**config.mk**
```make
export PLATFORM = sky130hd
export DESIGN_NAME = mpv_div
export DESIGN_NICKNAME = d
export VERILOG_FILES = /design/src/sv/mpv_div.sv
export SDC_FILE = /design/constraint.sdc
export NUM_CORES = 1
export LEC_CHECK = 0
export BUFFER_PORTS_ARGS = -buffer_cell sky130_fd_sc_hd__buf_2
export CORE_AREA = 5 5 90 92
export DETAILED_ROUTE_END_ITERATION = 12
export DIE_AREA = 0 0 95 97
export HOLD_SLACK_MARGIN = 0.03
export PLACE_DENSITY = 0.83
export SYNTH_ARGS = -nofsm -noshare
export SYNTH_HDL_FRONTEND = slang
export SYNTH_SLANG_ARGS = --single-unit
```
**constraint.sdc**
```tcl
create_clock -name clk_i -period 2.65 [get_ports clk_i]
set_input_delay 0.265 -clock clk_i [delete_from_list [all_inputs] [get_ports clk_i]]
set_output_delay 0.265 -clock clk_i [all_outputs]
set_load 0.02 [all_outputs]
```
**src/sv/mpv_div.sv**
```systemverilog
// Iterative restoring divider, one quotient bit per cycle.
module mpv_div #(
  parameter int unsigned DIVIDEND_W = 44,
  parameter int unsigned DIVISOR_W  = 11
) (
  input  logic                  clk_i,
  input  logic                  rst_ni,
  input  logic                  start_i,
  input  logic [DIVIDEND_W-1:0] dividend_i,
  input  logic [DIVISOR_W-1:0]  divisor_i,
  output logic                  done_o,
  output logic [DIVIDEND_W-1:0] quotient_o
);

  localparam int unsigned CNTW = $clog2(DIVIDEND_W + 1);

  logic                  busy_q;
  logic                  done_q;
  logic [CNTW-1:0]       cnt_q;
  logic [DIVISOR_W-1:0]  rem_q;
  logic [DIVISOR_W-1:0]  divisor_q;
  logic [DIVIDEND_W-1:0] quo_q;

  logic [DIVISOR_W:0]    shifted;
  logic [DIVISOR_W:0]    diff;
  logic                  fits;

  // Shift in the next dividend bit and trial-subtract the divisor.
  always_comb begin
    shifted = {rem_q, quo_q[DIVIDEND_W-1]};
    fits    = shifted >= {1'b0, divisor_q};
    diff    = shifted - {1'b0, divisor_q};
  end

  // Sequence the steps.
  always_ff @(posedge clk_i or negedge rst_ni) begin
    if (!rst_ni) begin
      busy_q <= 1'b0;
      done_q <= 1'b0;
      cnt_q  <= '0;
    end else begin
      done_q <= 1'b0;
      if (start_i) begin
        busy_q <= 1'b1;
        cnt_q  <= '0;
      end else if (busy_q) begin
        cnt_q <= cnt_q + 1'b1;
        if (cnt_q == CNTW'(DIVIDEND_W - 1)) begin
          busy_q <= 1'b0;
          done_q <= 1'b1;
        end
      end
    end
  end

  // Load operands, then advance remainder and quotient one bit a cycle.
  always_ff @(posedge clk_i) begin
    if (start_i) begin
      rem_q     <= '0;
      quo_q     <= dividend_i;
      divisor_q <= divisor_i;
    end else if (busy_q) begin
      rem_q <= fits ? diff[DIVISOR_W-1:0] : shifted[DIVISOR_W-1:0];
      quo_q <= {quo_q[DIVIDEND_W-2:0], fits};
    end
  end

  assign done_o     = done_q;
  assign quotient_o = quo_q;

endmodule

```
Word level (Yosys, flattened, before mapping)
Index checks and enable logic that the tools add are counted.
{ "word_totals": {"reg_bits": 74, "in_bits": 58, "out_inout_bits": 45, "word_cells": 22} }
{ "op_classes": {"addsub": 2, "order_cmp": 1, "eq_ne": 1, "mux": 11, "reduce_logical": 1} }
{ "op_table": {"columns": ["operator", "n"], "rows": [
  ["44-bit two-way mux", 2],
  ["12-bit by 11-bit greater-or-equal comparator with 1-bit output", 1],
  ["6-bit two-way mux", 2],
  ["11-bit two-way mux", 1],
  ["11-bit subtractor", 1],
  ["6-bit by 1-bit adder with 6-bit output (second input constant)", 1],
  ["6-bit == test (second input constant)", 1],
  ["1-bit two-way mux", 6],
  ["2-bit nonzero test", 1]
]} }

Longest topological paths before layout
{ "logic_depth": {"word_depth": 4, "depth_mapped": 10, "mapped_depth_nobuf": 9} }

Worst setup path after synthesis
Ideal clock, no wire load.
{ "synth_timing": {"path_type": "register -> register", "from": "register quo_q[43] (netlist: quotient_o[43])", "to": "register rem_q[0]", "setup_ns": 0.079, "arrival_ns": 2.279, "t_required_ns": 2.571, "path_slack_ns": 0.292, "stages_incl_launch_ff": 10, "n_path_buf": 0, "synth_period_minus_slack_ns": 2.358, "path_cell_list": "edfxtp_1 -> inv_1 -> ha_1 -> fa_1 -> nor2b_4 -> o31a_1 -> o21ai_4 -> o21ai_4 -> mux2_4 -> a211oi_2"} }
{ "synth_between": {"elab_chain_len": 2, "elab_cells_between_ends": 3, "classes_between": "add/sub (1); order compare (1); mux (1)"} }
{ "synth_rtl": {"columns": ["element", "line", "text"], "rows": [
  ["from (decl)", "22", "logic [DIVIDEND_W-1:0] quo_q;"],
  ["from (signal assigned)", "60", "quo_q <= dividend_i;"],
  ["from (signal assigned)", "64", "quo_q <= {quo_q[DIVIDEND_W-2:0], fits};"],
  ["11-bit subtractor / 12-bit by 11-bit greater-or-equal comparator with 1-bit output (equally long branches)", "32, 31", null],
  ["11-bit two-way mux (*)", "63", "rem_q <= fits ? diff[DIVISOR_W-1:0] : shifted[DIVISOR_W-1:0];"],
  ["to (signal assigned)", "63", null],
  ["to (decl)", "20", "logic [DIVISOR_W-1:0] rem_q;"]
]} }
Every way passes the cells marked *; elsewhere a longest branch is shown, timed or not.
A chain may end at the register's enable or synchronous reset.

Worst setup path in the final report
Ends and elaborated chain as after synthesis.

==> PnR_summary.wiki <==
{| class="wikitable"
! Metric !! Value
|-
| Wirelength per Cell || 16.8 um
|-
| Total Routed Length || 8.18 mm
|-
| Max-capacitance violation count || 0
|-
| Mean instance size in the synthesized netlist || 13.3 um^2
|-
| Min Clock Period, post-route || 2.50 ns
|-
| Distinct cells, synth || 47
|-
| Placement-stage cell area || 4290 um^2
|-
| Number of warnings issued by yosys || 0
|-
| Maximum fanout encountered on the critical timing path || 12
|-
| Final Hold Violating Endpoints || 0
|-
| Cell row count || 31
|-
| Core footprint || 7140 um^2
|-
| HP Class || input port to flip-flop
|-
| Worst slew margin relative to its limit || 67.8%
|-
| Part of the Yosys area used for sequential elements || 56.6%
|-
| Iteration-0 DRC count of the detailed router || 151
|-
| Worst path slowest cell || fa_1
|-
| Starting density of the core || 51.3%
|-
| CTS tree || built
|-
| Die boundary width || 95 um
|-
| Number of primary I/O pins || 103
|-
| Wire length on met3 || 654 um
|-
| Reg clk slew, reported paths || 0.08 ns
|-
| Maximum number of pins on one net before global-route repair || 45
|-
| Vias || 2589
|-
| Routed wl met2 || 4.26 mm
|-
| CP required || 2.92 ns
|-
| Clock net sink count || 74
|-
| Cell count after synthesis || 276
|-
| GR Util All Layers || 18.1%
|-
| Count of final max-slew check failures || 0
|-
| Category of the critical setup timing path || flip-flop to flip-flop
|-
| Worst Tran Pin Value || 0.483 ns
|-
| Post-route fraction of the period consumed by the critical path || 94.4%
|-
| Wl on met1 || 3.10 mm
|-
| Maximum level of the CTS H-tree || 3
|-
| Sequence of cells on the critical path || inv_1 > ha_1 > fa_1 > nor2b_4 > o31a_1 > o21ai_4 > o21ai_4 > mux2_4 > a211oi_2
|-
| Maximum VDD drop || 0.478 mV
|-
| Final total negative setup slack || 0 ns
|-
| Root Driver || clkbuf_8
|-
| Clock latency of the later-clocked register in the worst-skew pair || 0.35 ns
|-
| Final setup violating endpoints || 0
|-
| Detailed-placement wirelength estimate || 5.95 mm
|-
| Nets || 454
|-
| Share of post-route cells with drive strength above 1 || 45.4%
|-
| Cell Count Post-Placement || 470
|-
| Upper clock frequency limit || 0.400 GHz
|-
| Clock buffers created by TritonCTS || 9
|-
| Total Die Area || 9220 um^2
|-
| Drt first pass iters || 5
|-
| Vias in the first global route || 2757
|-
| Number of synthesized flops with an enable pin || 55
|-
| Global-route congestion overflow total || 0
|-
| Total DRC errors in the routed layout || 0
|-
| Max Root-Sink Buffers || 2
|-
| Crit end category || flip-flop
|-
| Largest incremental delay on the critical path || 0.44 ns
|-
| Max layer used || met4
|-
| Share of synthesized flip-flops with an asynchronous set or reset || 10.8%
|-
| Setup crit start kind || flip-flop
|-
| I/O Buffers || 102
|-
| Power per cell area || 848 nW/um^2
|-
| Global-route wire length before repair || 13.1 mm
|-
| RSZ-0062 raised after global routing || false
|-
| Cell area after synthesis || 3660 um^2
|-
| Number of antenna violations at the first check in global routing || 1
|-
| Per-cell via count in the routed design || 5.31
|-
| Clock skew after layout || 0.0122 ns
|-
| DIE HEIGHT || 97 um
|-
| Top_reg_cell synth || edfxtp_1
|-
| Final weighted congestion of routability-driven global placement || 0.821
|-
| Final antenna-violating net count || 0
|-
| Area added between synthesis and finish || 24.8%
|-
| Final design instance area without fill || 4570 um^2
|-
| Count of cells resized by post-cts repair || 0
|-
| Synth Register Bits || 74
|-
| Post-Syn Nets || 347
|-
| Data arrival at the endpoint of the critical path || 2.77 ns
|-
| Status || finished clean
|-
| Non-filler instance count after layout || 488
|-
| Most repeated library cell on the critical path || o21ai_4
|-
| Static leakage || 1.97 nW
|}
==> flip-flops by register name, summed over array words and instances, names as in the netlist <==
| name | flops |
|---|---|
| quotient_o | 44 |
| divisor_q | 11 |
| rem_q | 11 |
| cnt_q | 6 |
| busy_q | 1 |
| done_o | 1 |
==> synthesized netlist by cell type (all sizes together) (4+ instances only) <==
cell type   n  area (um^2)
a211oi      8         65.1
a21oi       7         35.0
clkbuf     10         37.5
dfrtp       8          200
dfxtp      11          220
edfxtp     55         1650
ha         12          150
inv        14         52.6
mux2       45          510
mux2i       8         80.1
nand2       9         33.8
nand2b      4         25.0
nor2       24         90.1
o21ai      11         77.6
xnor2       6         52.6
==> final timing paths <==
path / startpoint / end / slack, ns / cells past startpoint
min in group asynchronous: rst_ni / cnt_q[3] / 0.30 / 2
worst min-delay path: divisor_i[3] / divisor_q[3] / 0.09 / 1
max in group asynchronous: rst_ni / cnt_q[1] / 2.17 / 2
worst min register to register: rem_q[3] / rem_q[3] / 0.51 / 2
worst max register to register: quotient_o[43] / rem_q[0] / 0.15 / 9
worst max-delay path: quotient_o[43] / rem_q[0] / 0.15 / 9
==> stage by stage <==
step / setup slack, ns / power, W / hold WS [ns] / util [%]
4_1_cts: 0.138 / 0.00389 / 0.0771 / 64.0
3_3_place_gp: 0.224 / 0.00269 / 0.115 / 60.1
2_1_floorplan: 0.292 / 0.00244 / -0.0306 / -
3_5_place_dp: 0.161 / 0.00274 / 0.117 / 60.1
6_report: 0.149 / 0.00387 / 0.0863 / 64.0
5_1_grt: 0.00426 / 0.00406 / 0.0799 / 64.0
==> power breakdown <==
part | leakage (nW) | internal, W | total, W | switching [W]
clock | 0.131 | 0.000726 | 0.00115 | 0.000424
combinational | 1.07 | 0.000536 | 0.00118 | 0.000645
sequential | 0.769 | 0.00142 | 0.00154 | 0.000118
==> layout by cell type (no fill, tap or decap), types with 2 or more instances in the layout <==
cell       synthesis  layout
o211ai_1           3       3
buf_4              1       5
bufinv_16          0       4
nor2_1            24      24
dfrtp_1            8       8
nor4_4             2       2
a21oi_1            7       7
mux2i_1            8       8
and2_1             2       2
o21ai_0            4       4
xor2_1             3       3
a311oi_1           2       2
nand3_1            2       2
inv_1             13      13
clkbuf_8           0       9
buf_2              1     102
ha_1              12      12
o31a_1             2       2
xnor2_1            6       6
nand2_1            9       9
o21ai_4            2       2
or3_1              3       3
a211oi_1           7       7
nand4_1            3       3
o22ai_1            2       2
mux2_2            44      44
dfxtp_1           11      11
o21a_1             2       2
nor4bb_1           2       2
nor3_1             2       2
edfxtp_1          55      55
nand2b_1           4       4
o21ai_1            5       5
==> logic make-up (layout without fill, tap and decap cells) <==
group           after synthesis  count (layout)  synth area share [%]
xor+xnor                      9               9                  2.15
fa+ha+maj                    13              13                  4.65
other cells                   0               1                     0
simple gates                 61              61                  9.71
buf+inv                      27             139                  3.11
compound gates               39              39                  7.62
mux                          53              53                  16.1
flops                        74              74                  56.6
==> critical path, delay by kind of cell, from the launching register on <==
kind	cells	cell delay, ns
adder cells (fa/ha/maj)	2	0.66
buffers and inverters	1	0.06
AND/OR/NAND/NOR	1	0.13
multiplexers	1	0.34
flip-flops	1	0.35
AO/OA/AOI/OAI	4	0.88
==> metal layers <==
metal / GRT usage, % / vias to the layer above
met3: 6.28 / 14
met1: 19.9 / 1241
li1: - / 1245
met5: 0 / -
met4: 7.99 / 0
met2: 30.9 / 89
==> layout make-up <==
| cell class | instances | area [um^2] |
|---|---|---|
| Antenna cell | 1 | 2.50 |
| Clock buffer | 10 | 128 |
| Clock inverter | 6 | 138 |
| Fill cell | 566 | 2570 |
| Inverter | 14 | 52.6 |
| Multi-Input combinational cell | 175 | 1470 |
| Sequential cell | 74 | 2070 |
| Tap cell | 99 | 124 |
| Timing Repair Buffer | 109 | 578 |
==> repair_timing <==
action                                 4_1_cts  5_1_grt
hold buffers                                 1        0
buffers inserted                             0        0
endpoints found under the hold margin        8        0
No activity file was read; power rests on OpenSTA's default activity.
